===== src/design/cdq_pkg.sv =====
// Shared types, widths and codes for the circular deque unit.
// No dependencies; used by cdq_cell and circular_deque_unit.
package cdq_pkg;

  localparam int unsigned CDQ_DEPTH = 16;
  localparam int unsigned DATA_W    = 32;
  localparam int unsigned REQ_W     = 2;
  localparam int unsigned STATUS_W  = 2;
  localparam int unsigned OCC_W     = 5;
  localparam int unsigned CAP_W     = 5;
  localparam int unsigned CAP_RESET = 16;

  // request kinds
  localparam logic [REQ_W-1:0] REQ_PUSH_FRONT = 2'd0;
  localparam logic [REQ_W-1:0] REQ_PUSH_REAR  = 2'd1;
  localparam logic [REQ_W-1:0] REQ_POP_FRONT  = 2'd2;
  localparam logic [REQ_W-1:0] REQ_POP_REAR   = 2'd3;

  // result status
  localparam logic [STATUS_W-1:0] ST_DONE  = 2'd0;
  localparam logic [STATUS_W-1:0] ST_FULL  = 2'd1;
  localparam logic [STATUS_W-1:0] ST_EMPTY = 2'd2;

  // per-cycle command broadcast to every cell
  typedef struct packed {
    logic clear;
    logic push_front;
    logic push_rear;
    logic pop_front;
    logic pop_rear;
  } cdq_op_t;

endpackage


===== src/design/cdq_cell.sv =====
// One entry of the deque cell row: a data word and its occupied bit.
// Depends on cdq_pkg (cdq_op_t, DATA_W).
module cdq_cell #(
  parameter int unsigned DataW = cdq_pkg::DATA_W
) (
  input  logic             clk_i,
  input  logic             rst_ni,
  input  cdq_pkg::cdq_op_t op_i,
  input  logic [DataW-1:0] push_data_i,
  input  logic [DataW-1:0] left_data_i,
  input  logic             left_valid_i,
  input  logic [DataW-1:0] right_data_i,
  input  logic             right_valid_i,
  output logic [DataW-1:0] data_o,
  output logic             valid_o
);

  logic [DataW-1:0] data_q, data_d;
  logic             valid_q, valid_d;

  always_comb begin
    data_d  = data_q;
    valid_d = valid_q;
    if (op_i.clear) begin
      valid_d = 1'b0;
    end else if (op_i.push_front) begin
      // whole row moves one cell toward the rear
      data_d  = left_data_i;
      valid_d = left_valid_i;
    end else if (op_i.push_rear) begin
      // first free cell takes the word
      if (!valid_q && left_valid_i) begin
        data_d  = push_data_i;
        valid_d = 1'b1;
      end
    end else if (op_i.pop_front) begin
      data_d  = right_data_i;
      valid_d = right_valid_i;
    end else if (op_i.pop_rear) begin
      if (valid_q && !right_valid_i) begin
        valid_d = 1'b0;
      end
    end
  end

  always_ff @(posedge clk_i or negedge rst_ni) begin
    if (!rst_ni) begin
      valid_q <= 1'b0;
    end else begin
      valid_q <= valid_d;
    end
  end

  always_ff @(posedge clk_i) begin
    data_q <= data_d;
  end

  assign data_o  = data_q;
  assign valid_o = valid_q;

endmodule


===== src/design/circular_deque_unit.sv =====
// Top level of the circular deque unit: handshakes, capacity register, cell row.
// Depends on cdq_pkg and cdq_cell.
//
// Double-ended queue of signed 32-bit words. Each input word is a request
// (tuser: push front, push rear, pop front, pop rear; tdata: value to push)
// and yields exactly one result word. Entries sit in a row of DEPTH cells,
// the front always in cell 0 and the rest packed behind it; a push at the
// front or a pop from the front moves the whole row by one cell together,
// while rear operations touch only the cell at the boundary. Every
// result carries the popped value (zero for pushes and refused pops), the
// occupancy after the request and the words now at the front and the rear
// (zero when empty). A push beyond the configured capacity is dropped with
// status full; a pop from an empty deque returns status empty. Writing the
// capacity register (limited to 1..DEPTH, reset 16 or DEPTH if smaller)
// empties the deque; write it only while no result is outstanding. Once
// a request is accepted, its result shows in the output register on the
// next cycle, and the next request is taken once that result is taken;
// no new request is taken while a result waits. The front/rear fields
// are read from the cell row while the result waits, which holds the row still.
module circular_deque_unit #(
  parameter int unsigned DEPTH = cdq_pkg::CDQ_DEPTH
) (
  input  logic         clk_i,
  input  logic         rst_ni,
  // request stream
  input  logic         s_axis_tvalid,
  output logic         s_axis_tready,
  input  logic [31:0]  s_axis_tdata,  // [31:0] data_in
  input  logic [1:0]   s_axis_tuser,  // [1:0] req_type
  // result stream
  output logic         m_axis_tvalid,
  input  logic         m_axis_tready,
  output logic [103:0] m_axis_tdata,  // [31:0] data_out, [36:32] occupancy,
                                      // [68:37] front_value, [100:69] rear_value
  output logic [1:0]   m_axis_tuser,  // [1:0] status
  // capacity register write
  input  logic         cfg_valid_i,
  output logic         cfg_ready_o,
  input  logic [4:0]   cfg_data_i     // capacity_in_use
);

  localparam int unsigned DataW   = cdq_pkg::DATA_W;
  localparam int unsigned CapW    = cdq_pkg::CAP_W;
  localparam int unsigned CntFull = $clog2(DEPTH + 1);
  // count never exceeds the capacity, which fits the 5-bit register
  localparam int unsigned CntW    = (CntFull < CapW) ? CntFull : CapW;
  localparam int unsigned CapRst  = (cdq_pkg::CAP_RESET < DEPTH) ?
                                    cdq_pkg::CAP_RESET : DEPTH;

  // ---------------------------------------------------------------- control
  logic            in_accept, cfg_accept;
  logic [CntW-1:0] count_q, count_d;
  logic [CntW-1:0] cap_q, cap_d;
  logic            full, empty;
  cdq_pkg::cdq_op_t op;

  assign s_axis_tready = !m_axis_tvalid;
  assign cfg_ready_o   = 1'b1;
  assign in_accept     = s_axis_tvalid && s_axis_tready;
  assign cfg_accept    = cfg_valid_i && cfg_ready_o;

  assign full  = (count_q >= cap_q);
  assign empty = (count_q == '0);

  always_comb begin
    op            = '0;
    op.clear      = cfg_accept;
    op.push_front = in_accept && (s_axis_tuser == cdq_pkg::REQ_PUSH_FRONT) && !full;
    op.push_rear  = in_accept && (s_axis_tuser == cdq_pkg::REQ_PUSH_REAR)  && !full;
    op.pop_front  = in_accept && (s_axis_tuser == cdq_pkg::REQ_POP_FRONT)  && !empty;
    op.pop_rear   = in_accept && (s_axis_tuser == cdq_pkg::REQ_POP_REAR)   && !empty;
  end

  // capacity limited to 1..DEPTH
  always_comb begin
    if (cfg_data_i == '0) begin
      cap_d = CntW'(1);
    end else if (32'(cfg_data_i) > DEPTH) begin
      cap_d = CntW'(DEPTH);
    end else begin
      cap_d = CntW'(cfg_data_i);
    end
  end

  always_comb begin
    count_d = count_q;
    if (op.clear) begin
      count_d = '0;
    end else if (op.push_front || op.push_rear) begin
      count_d = count_q + CntW'(1);
    end else if (op.pop_front || op.pop_rear) begin
      count_d = count_q - CntW'(1);
    end
  end

  always_ff @(posedge clk_i or negedge rst_ni) begin
    if (!rst_ni) begin
      count_q <= '0;
      cap_q   <= CntW'(CapRst);
    end else begin
      count_q <= count_d;
      if (cfg_accept) begin
        cap_q <= cap_d;
      end
    end
  end

  // --------------------------------------------------------------- cell row
  logic [DataW-1:0] cell_data [DEPTH];
  logic [DEPTH-1:0] valid_vec;
  logic [DEPTH-1:0] last_vec;

  for (genvar i = 0; i < DEPTH; i++) begin : g_cell
    logic [DataW-1:0] left_data, right_data;
    logic             left_valid, right_valid;

    if (i == 0) begin : g_head
      // cell 0 sees the pushed word as its left neighbor
      assign left_data  = s_axis_tdata;
      assign left_valid = 1'b1;
    end else begin : g_mid
      assign left_data  = cell_data[i-1];
      assign left_valid = valid_vec[i-1];
    end

    if (i == DEPTH - 1) begin : g_tail
      assign right_data  = '0;
      assign right_valid = 1'b0;
    end else begin : g_body
      assign right_data  = cell_data[i+1];
      assign right_valid = valid_vec[i+1];
    end

    cdq_cell #(
      .DataW(DataW)
    ) u_cell (
      .clk_i        (clk_i),
      .rst_ni       (rst_ni),
      .op_i         (op),
      .push_data_i  (s_axis_tdata),
      .left_data_i  (left_data),
      .left_valid_i (left_valid),
      .right_data_i (right_data),
      .right_valid_i(right_valid),
      .data_o       (cell_data[i]),
      .valid_o      (valid_vec[i])
    );
  end

  // rear is the one occupied cell whose right neighbor is free
  assign last_vec = valid_vec & ~(valid_vec >> 1);

  logic [DataW-1:0] front_cur, rear_cur;

  assign front_cur = valid_vec[0] ? cell_data[0] : '0;

  always_comb begin
    rear_cur = '0;
    for (int i = 0; i < DEPTH; i++) begin
      rear_cur = rear_cur | (last_vec[i] ? cell_data[i] : '0);
    end
  end

  // ---------------------------------------------------------- result output
  logic                         out_valid_q;
  logic [DataW-1:0]             data_out_q;
  logic [cdq_pkg::STATUS_W-1:0] status_q;

  always_ff @(posedge clk_i or negedge rst_ni) begin
    if (!rst_ni) begin
      out_valid_q <= 1'b0;
    end else begin
      out_valid_q <= in_accept || (out_valid_q && !m_axis_tready);
    end
  end

  always_ff @(posedge clk_i) begin
    if (in_accept) begin
      if (!s_axis_tuser[1]) begin
        data_out_q <= '0;
        status_q   <= full ? cdq_pkg::ST_FULL : cdq_pkg::ST_DONE;
      end else if (empty) begin
        data_out_q <= '0;
        status_q   <= cdq_pkg::ST_EMPTY;
      end else if (s_axis_tuser == cdq_pkg::REQ_POP_FRONT) begin
        data_out_q <= front_cur;
        status_q   <= cdq_pkg::ST_DONE;
      end else begin
        data_out_q <= rear_cur;
        status_q   <= cdq_pkg::ST_DONE;
      end
    end
  end

  // row is frozen while the result waits, so front/rear are live reads
  assign m_axis_tvalid = out_valid_q;
  assign m_axis_tuser  = status_q;
  assign m_axis_tdata  = {3'b000, rear_cur, front_cur,
                          cdq_pkg::OCC_W'(count_q), data_out_q};

  // ------------------------------------------------------------- assertions
  a_count_le_cap: assert property (@(posedge clk_i) disable iff (!rst_ni)
    count_q <= cap_q)
    else $error("occupancy above capacity");

  a_count_matches_cells: assert property (@(posedge clk_i) disable iff (!rst_ni)
    $countones(valid_vec) == 32'(count_q))
    else $error("occupied cells disagree with count");

  a_cells_packed: assert property (@(posedge clk_i) disable iff (!rst_ni)
    ((valid_vec + DEPTH'(1)) & valid_vec) == '0)
    else $error("occupied cells not packed from the front");

  a_result_follows: assert property (@(posedge clk_i) disable iff (!rst_ni)
    in_accept |=> m_axis_tvalid)
    else $error("accepted request gave no result");

  a_full_status: assert property (@(posedge clk_i) disable iff (!rst_ni)
    (m_axis_tvalid && (m_axis_tuser == cdq_pkg::ST_FULL)) |-> (count_q == cap_q))
    else $error("push dropped while room was left");

endmodule


===== config.mk =====
export PLATFORM = sky130hd
export DESIGN_NAME = circular_deque_unit
export DESIGN_NICKNAME = d
export VERILOG_FILES = /design/src/design/cdq_pkg.sv /design/src/design/cdq_cell.sv /design/src/design/circular_deque_unit.sv
export SDC_FILE = /design/constraint.sdc
export NUM_CORES = 1
export LEC_CHECK = 0
export ABC_AREA = 1
export BUFFER_PORTS_ARGS = -buffer_cell sky130_fd_sc_hd__buf_4
export CAP_MARGIN = 25
export CORE_MARGIN = 2
export CORE_UTILIZATION = 45
export DETAILED_ROUTE_END_ITERATION = 7
export MAX_ROUTING_LAYER = met4
export SYNTH_ARGS = -nofsm -noshare
export SYNTH_HDL_FRONTEND = slang
export SYNTH_SLANG_ARGS = --single-unit

===== constraint.sdc =====
create_clock -name clk_i -period 4.9 [get_ports clk_i]
set_input_delay 0.245 -clock clk_i [delete_from_list [all_inputs] [get_ports clk_i]]
set_output_delay 0.245 -clock clk_i [all_outputs]
set_load 0.01 [all_outputs]

After elaboration in Yosys (flattened, before gate mapping) --
Index checks and enable logic that the tools add are counted. W data, S select, Z words.
Cells by class: muxes and demuxes 200, bitwise gates (word level) 19, reductions and logical operators 101, $add $sub $neg 2, order comparisons 2, eq/ne operators 34
Operators by type and width (count):
- $mux W32 | 82
- $or A32 B32 Y32 | 15
- $mux W1 | 111
- $reduce_and A3 Y1 | 30
- $reduce_bool A5 Y1 | 16
- $ne A4 B2 Y1 const B | 15
- $ne A3 B1 Y1 const B | 15
- $logic_and A1 B1 Y1 | 25
- $mux W5 | 5
- $logic_not A1 Y1 | 19
- $and A16 B16 Y16 | 1
- $not A15 Y16 | 1
- $logic_not A5 Y1 | 2
- $reduce_bool A3 Y1 | 2
- $add A5 B1 Y5 const B | 1
- $ge A5 B5 Y1 | 1
- $gt A5 B5 Y1 const B | 1
- $sub A5 B1 Y5 const B | 1
- $eq A2 B2 Y1 const B | 2
- $mux W2 | 2
- $reduce_and A2 Y1 | 2
- $logic_or A1 B1 Y1 | 3
- $ne A3 B3 Y1 const B | 1
- $eq A2 B1 Y1 const B | 1
- 3 further kinds | 4
Word-level totals: register bits after elaboration 573, logic and storage cells 395, output and inout bits 109, input bits 44

Logic depth before layout (Yosys ltp) --
Gate-level depths: netlist of run 1.
depth in word-level cells 19, gate-level depth with buffers 17, mapped depth without buffers 15

Modules after synthesis --
A second synthesis of run 1 with hierarchy kept.
Second synthesis, totals: cells, all modules 4580, area, all modules 40986.8 sq um
By module, submodules not included:
- cdq_cell | area an instance 2125.8 sq um, cells each 198, seq. area each 985.9 sq um, instances 16
- circular_deque_unit | area an instance 6974.2 sq um, cells each 1412, seq. area each 1297.5 sq um, instances 1

Worst setup path before layout of run 1 --
OpenSTA, ideal clock, no wires.
kind register to register, start point register cap_q[4], end point register g_cell[0].u_cell.data_q[0], enable pin, path slack 1.194 ns, period minus slack after synthesis 3.706 ns, required time 4.468 ns, stages on the path, launching flop included 13, library setup time 0.432 ns, arrival 3.274 ns, buffers on the path 1, cell sequence dfstp_2 > inv_1 > ha_1 > nand2_1 > inv_2 > nand2_1 > nand2_1 > nor2_1 > o211ai_2 > buf_4 > nand2_1 > nand2_1 > a21oi_1
On the way: longest elaborated chain between the ends 5, elaborated cells on any way between the ends 7, classes of those cells order compare (1); eq/ne (1); reduce/logical (5)
RTL lines:
- start, declared | line circular_deque_unit.sv:53 | logic [CntW-1:0] cap_q, cap_d;
- start signal, assigned | line circular_deque_unit.sv:99 | cap_q <= CntW'(CapRst);
- start signal, assigned | line circular_deque_unit.sv:103 | cap_q <= cap_d;
- $ge A5 B5 Y1 * | line circular_deque_unit.sv:62 | assign full = (count_q >= cap_q);
- $logic_not A1 Y1 * | line circular_deque_unit.sv:68, circular_deque_unit.sv:69
- $logic_and A1 B1 Y1, on equally long branches | line circular_deque_unit.sv:69, circular_deque_unit.sv:68
- $ne A3 B3 Y1 (no source line) or $reduce_bool A3 Y1 (tied branches)
- $reduce_and A3 Y1 (no source line) *
- end signal, assigned | line cdq_cell.sv:55 | data_q <= data_d;
- end, declared | line cdq_cell.sv:18 | logic [DataW-1:0] data_q, data_d;
Mark *: on every way between the ends. The rest lies on a longest branch, timed or not. A chain may end at the register's enable or synchronous reset.

Final worst setup path of run 1 --
start point register g_cell[4].u_cell.valid_q, end point output m_axis_tdata[100]
On the way: longest elaborated chain between the ends 16, elaborated cells on any way between the ends 17, classes of those cells mux (2); bitwise (15)
RTL lines:
- start, declared | line cdq_cell.sv:19 | logic valid_q, valid_d;
- start signal, assigned | line cdq_cell.sv:50 | valid_q <= valid_d;
- $not A15 Y16 | line circular_deque_unit.sv:151 | assign last_vec = valid_vec & ~(valid_vec >> 1);
- $and A16 B16 Y16 * | line circular_deque_unit.sv:151
- $mux W32 | line circular_deque_unit.sv:160 | rear_cur = rear_cur | (last_vec[i] ? cell_data[i] : '0);
- $or A32 B32 Y32 | line circular_deque_unit.sv:160
- $or A32 B32 Y32 * (12 in series) | line circular_deque_unit.sv:160
- end, declared | line circular_deque_unit.sv:33 | output logic [103:0] m_axis_tdata,
Marks and branches as above.

==> flow_summary.toml, run 1 <==
[logic_synthesis]
syn_avg_cell_area_um2 = 10.1
yosysWarnings = 0
synthFlopType = "edfxtp_1"
synth-seq-cells = 573
async_flop_share = 0.0471
synth_cell_type_count = 34
synth_edf_count = 546
syn-cell-area_mm2 = 0.0293
yosysSeqAreaShare = 0.582
syn-instance-count = 2911

[floorplanning]
pin_count = 153
die_h_um = 259
core_area_mm2 = 0.0645
rows = 93
dieArea_mm2 = 0.0672
die_w_um = 259
initial_core_util = 0.455

[timing]
hold_viol_final = 0
setup_tns_ps = 0
finalSetupViolations = 0
rsz0062_at_grt = "false"
tightestPinTransition_ps = 1180
fin_crit_sh = 0.765
min_period_ps = 3750
slew_viol_final = 0
clock_skew_ps = 18.0
timing.fmax_mhz = 267
relSlewSlack = 0.211

[clocking]
clock-root-buffer = "clkbuf_16"
clock-sinks = 573
clk_latency_ps = 600
clk_path_buf_depth = 3
cts-resized-gates = 0
htree_num_levels = 3
numCtsBuffers = 66
cts_setup_buffers = 0
cts_tree = "built"
clk_pin_slew_ps = 60
holdBufCountCts = 39

[placement]
dp.final_hpwl_um = 56000
io_buffers = 148
gp_congestion = 0.898

[grt]
globalRouteOverflowTotal = 0
grt_antenna_before_repair = 0
track_usage = 0.297
grt_pass1_wl_um = 146000
grt_start_max_net_pins = 194
grt_pass1_vias = 23100

[drt]
wl_met1_um = 39800
dr.first_iter.drc_count = 3107
drc_errors = 0
dr_total_vias = 24500
met3_length_um = 9770
highest_layer = "met4"
dr_wl_met2_um = 45900
drtPass1Iterations = 6
postRouteAntennaNets = 0
vias_per_cell = 6.26
totalWireLength_um = 99000
wl_per_cell_um = 25.3

[finish]
area_growth_pct = 15.1
drive_above_1_share = 0.119
fin_nets = 3058
nFillCells = 5800
final_util = 0.524

[critical_path]
critPathArrivalTime_ps = 3500
end_kind = "output pin"
cp_max_fo = 19
worst-endpoint-required_ps = 4660
cp-start-kind = "register"
crit_type = "reg -> out"

[outcome]
status = "finished clean"

[power_and_ir_drop]
leakagePower_nw = 13.8
power-per-cell-area_mw_per_mm2 = 428
vdd_drop_max_mv = 0.230

[run]
drv_cap = 0

[hold_path]
min_path_type = "in -> reg"
[cells in the final DEF (no fill, tap or decap), types with 2 or more instances in the layout]
| cell type | Yosys | routed |
|---|---|---|
| a21oi_1 | 42 | 41 |
| buf_12 | 0 | 12 |
| buf_4 | 7 | 195 |
| bufinv_16 | 0 | 4 |
| clkbuf_1 | 104 | 16 |
| clkbuf_16 | 0 | 69 |
| clkinv_1 | 1 | 11 |
| clkinv_2 | 0 | 7 |
| clkinv_8 | 0 | 2 |
| clkinvlp_4 | 0 | 2 |
| conb_1 | 2 | 4 |
| dfrtp_1 | 26 | 25 |
| dlygate4sd3_1 | 0 | 39 |
| edfxtp_1 | 546 | 546 |
| ha_1 | 8 | 8 |
| inv_1 | 603 | 602 |
| inv_2 | 7 | 8 |
| nand2_1 | 320 | 316 |
| nand2_2 | 29 | 33 |
| nand3_1 | 22 | 22 |
| nand4_1 | 12 | 12 |
| nor2_1 | 236 | 221 |
| nor2_2 | 3 | 3 |
| nor2_4 | 1 | 16 |
| o211ai_1 | 41 | 41 |
| o21ai_0 | 103 | 103 |
| o21ai_1 | 37 | 37 |
| o221ai_1 | 421 | 421 |
| o22ai_1 | 216 | 216 |
| xor2_1 | 3 | 3 |
[final timing paths]
kind,end,startpoint,cells past startpoint,slack [ps]
setup / recovery,m_axis_tdata[100],g_cell[4].u_cell.valid_o$_DFFE_PN0P_,11,1150
hold / removal,g_cell[0].u_cell.data_o[15]$_DFFE_PP_,s_axis_tdata[15],3,20
setup reg to reg,g_cell[5].u_cell.data_o[8]$_DFFE_PP_,cap_q[4]$_DFFE_PN1P_,14,1400
hold reg to reg,cap_q[4]$_DFFE_PN1P_,cap_q[4]$_DFFE_PN1P_,2,480
max in group asynchronous,cap_q[4]$_DFFE_PN1P_,rst_ni,2,4450
min in group asynchronous,m_axis_tvalid$_DFF_PN0_,rst_ni,2,130
[power breakdown]
part           internal, W  switching [W]  total [W]  leakage, nW
Combinational      0.00108        0.00230    0.00337         7.41
Sequential         0.00609       0.000141    0.00623         5.36
Clock              0.00281        0.00204    0.00485         1.01
[cell families (layout without fill, tap and decap cells)]
| logic type | count (synthesis) | in the layout | share of synthesized area |
|---|---|---|---|
| simple gates | 626 | 626 | 0.0855 |
| compound gates | 862 | 862 | 0.214 |
| xor+xnor | 4 | 4 | 0.00119 |
| fa+ha+maj | 9 | 9 | 0.00410 |
| other cells | 2 | 5 | 0.000256 |
| flops | 573 | 573 | 0.582 |
| buf+inv | 835 | 973 | 0.113 |
[metrics by stage]
stage | hold WS [ps] | total power [W] | worst slack [ps] | instance area [um2] | instances
6_report | 15.4 | 0.0145 | 1150 | 33800 | 3907
4_1_cts | 5.65 | 0.0144 | 1230 | 33700 | 3904
2_1_floorplan | -50.6 | 0.00833 | 1190 | 29300 | 2913
3_3_place_gp | 205 | 0.00955 | 1520 | 31300 | 3751
3_5_place_dp | 207 | 0.00962 | 1480 | 31300 | 3751
5_1_grt | 36.4 | 0.0150 | 1090 | 33800 | 3906
[layout make-up]
class / instances / area (um2) / share of cell area
Antenna cell: 1 / 2.50 / 0.0000741
Clock buffer: 86 / 1800 / 0.0533
Clock inverter: 28 / 273 / 0.00808
Inverter: 611 / 2300 / 0.0681
Multi-Input combinational cell: 1505 / 9110 / 0.270
Sequential cell: 573 / 17100 / 0.506
Tap cell: 855 / 1070 / 0.0317
Timing Repair Buffer: 248 / 2140 / 0.0633
[state kept, by name, summed over array words and instances, names as in the netlist]
name                   flops
cap_q                      5
count_q                    5
data_out_q                32
g_cell.u_cell.data_o     512
g_cell.u_cell.valid_o     16
m_axis_tuser               2
m_axis_tvalid              1
[metal layers]
layer | up-vias | global-route usage
met4 | 0 | 0.111
met1 | 11900 | 0.401
met5 | - | -
li1 | 10800 | -
met3 | 244 | 0.0408
met2 | 1502 | 0.458
[synth_stat cells, types with 7 or more instances]
cell type / count / share of area
inv_1: 603 / 0.077
edfxtp_1: 546 / 0.56
o221ai_1: 421 / 0.13
nand2_1: 320 / 0.041
nor2_1: 236 / 0.030
o22ai_1: 216 / 0.046
clkbuf_1: 104 / 0.013
o21ai_0: 103 / 0.018
buf_2: 101 / 0.017
a21oi_1: 42 / 0.0072
o211ai_1: 41 / 0.010
o21ai_1: 37 / 0.0063
nand2_2: 29 / 0.0062
dfrtp_1: 26 / 0.022
nand3_1: 22 / 0.0038
nand4_1: 12 / 0.0026
buf_1: 9 / 0.0012
ha_1: 8 / 0.0034
buf_4: 7 / 0.0018
inv_2: 7 / 0.00090
[critical path: stages (launching register included)]
cell	delay, ps
dfrtp_1	390
inv_1	100
nor2_1	50
buf_4	180
inv_1	670
buf_4	570
o22ai_1	130
nor2_1	130
nand2_1	60
nor2_1	350
inv_1	90
buf_4	160
No activity file was read; power rests on OpenSTA's default activity.
==> run 2, diff against run 1 <==
clock period = 3.85 ns   (was 4.9 ns; I/O delays follow)
==> flow_summary.toml, run 2 (synthesis gave the netlist of run 1 again) <==
[clocking]
clock-sinks = 573
clk_latency_ps = 650
clk_pin_slew_ps = 60
htree_num_levels = 2
cts-resized-gates = 0
clock-root-buffer = "clkbuf_16"
cts_tree = "built"
clk_path_buf_depth = 3
numCtsBuffers = 61

[power_and_ir_drop]
p_int_w = 0.0122
combPwrFrac = 0.245
vdd_drop_max_mv = 0.353
swShare = 0.316
power-per-cell-area_mw_per_mm2 = 527
p_seq_frac = 0.444
leakagePower_nw = 13.9
p_sw_w = 0.00564
clkPwrFrac = 0.312
power.total_w = 0.0179

[critical_path]
worst-endpoint-required_ps = 3660
critPathArrivalTime_ps = 3410
crit_type = "reg -> out"
cp-start-kind = "register"
startpoint = "g_cell[1].u_cell.valid_o$_DFFE_PN0P_"
cp_max_fo = 18
crit-reg2reg-launch = "cap_q[4]$_DFFE_PN1P_"
r2r_setup_slack_ps = 800
end_kind = "output pin"

[drt]
drtPass1Iterations = 5
dr.first_iter.drc_count = 3333
wl_per_cell_um = 25.2
vias_per_cell = 6.23
postRouteAntennaNets = 0
dr_total_vias = 24500
totalWireLength_um = 99300
drc_errors = 0

[floorplanning]
pin_count = 153
rows = 93
dieArea_mm2 = 0.0672
die_w_um = 259
die_h_um = 259
initial_core_util = 0.455
core_area_mm2 = 0.0645

[outcome]
status = "finished clean"

[hold_path]
min_path_type = "in -> reg"
holdCritStartpoint = "cfg_valid_i"

[finish]
multiInputGateArea_mm2 = 0.00911
area_growth_pct = 15.7
layout_common_cells = "602 x inv_1, 546 x edfxtp_1, 421 x o221ai_1"
regArea_mm2 = 0.0171
largest_reg_flops = 512
final_area_mm2 = 0.0339
final_common_cell = "inv_1"
antennaDiodeCount = 0
finalNonFillerCells = 3941
nFillCells = 5779
drive_above_1_share = 0.126
fin_nets = 3093

[grt]
globalRouteOverflowTotal = 0
grt_pass1_vias = 23600
grt_pass1_wl_um = 148000
grt_start_max_net_pins = 128
grt_antenna_before_repair = 0
track_usage = 0.300

[timing]
slew_viol_final = 0
min_period_ps = 3600
hold_viol_final = 0
clock_skew_ps = 31.2
relSlewSlack = 0.336
setup_tns_ps = 0
finalSetupViolations = 0
fin_crit_sh = 0.935
hold_ws_ps = 31.8
tightestPinTransition_ps = 996
rsz0062_at_grt = "false"
timing.fmax_mhz = 278

[placement]
placed_area_mm2 = 0.0316
placed_cells = 3786
gp_congestion = 0.884
dp.final_hpwl_um = 60000
io_buffers = 148

[run]
drv_cap = 0
run 2: cell count changes in the layout (fill, tap and decap cells not counted), sizes merged:
cell	change
buf	+33
bufinv	-2
clkbuf	-7
clkinv	+8
clkinvlp	-1
diode	-1
dlygate4sd3	+7
inv	-3
run 2: cell type report:
| cell class | instances | share of cell area |
|---|---|---|
| clock buffers | 79 | 0.0470 |
| clock inverters | 30 | 0.00679 |
| inverters | 611 | 0.0678 |
| multi-input cells | 1505 | 0.268 |
| flip-flops and latches | 573 | 0.503 |
| well taps | 855 | 0.0315 |
| repair buffers | 288 | 0.0751 |
run 2: what timing repair did:
action | in CTS | in global routing
setup buffers | 0 | 0
hold endpoints to repair | 67 | 0
hold buffers | 46 | 0
run 2: stage by stage:
step	util	setup WS, ps
finish	0.526	252
global placement	0.490	834
floorplan	-	144
global route	0.526	189
CTS	0.526	310
detailed placement	0.491	830
run 2: metal layers:
| metal | vias up | share of wire | GRT usage |
|---|---|---|---|
| met1 | 12000 | 0.41 | 0.404 |
| met4 | 0 | 0.040 | 0.113 |
| met3 | 263 | 0.092 | 0.0503 |
| li1 | 10900 | - | - |
| met5 | - | 0 | - |
| met2 | 1399 | 0.46 | 0.456 |
run 2: worst paths after layout:
kind / end / cells after the start
worst max-delay path: m_axis_tdata[80] / 9
worst min-delay path: g_cell[13].u_cell.valid_o$_DFFE_PN0P_ / 4
worst max register to register: g_cell[3].u_cell.data_o[4]$_DFFE_PP_ / 9
worst min register to register: cap_q[4]$_DFFE_PN1P_ / 2
max in group asynchronous: cap_q[4]$_DFFE_PN1P_ / 2
min in group asynchronous: cap_q[1]$_DFFE_PN0P_ / 2
run 2: worst max-delay path, cell delays in order (launching register included):
cell	delay [ps]
dfrtp_1	710
nor2_1	140
inv_1	730
buf_12	300
o22ai_1	90
nor2_1	110
nand2_1	60
nor2_1	360
inv_1	80
buf_4	150
run 2: power groups by stage:
stage	Sequential (W)	Clock, W	Combinational [W]
2_1_floorplan	0.00805	0	0.00256
3_3_place_gp	0.00804	0	0.00418
3_5_place_dp	0.00805	0	0.00428
4_1_cts	0.00793	0.00562	0.00433
5_1_grt	0.00798	0.00587	0.00475
6_report	0.00793	0.00557	0.00437
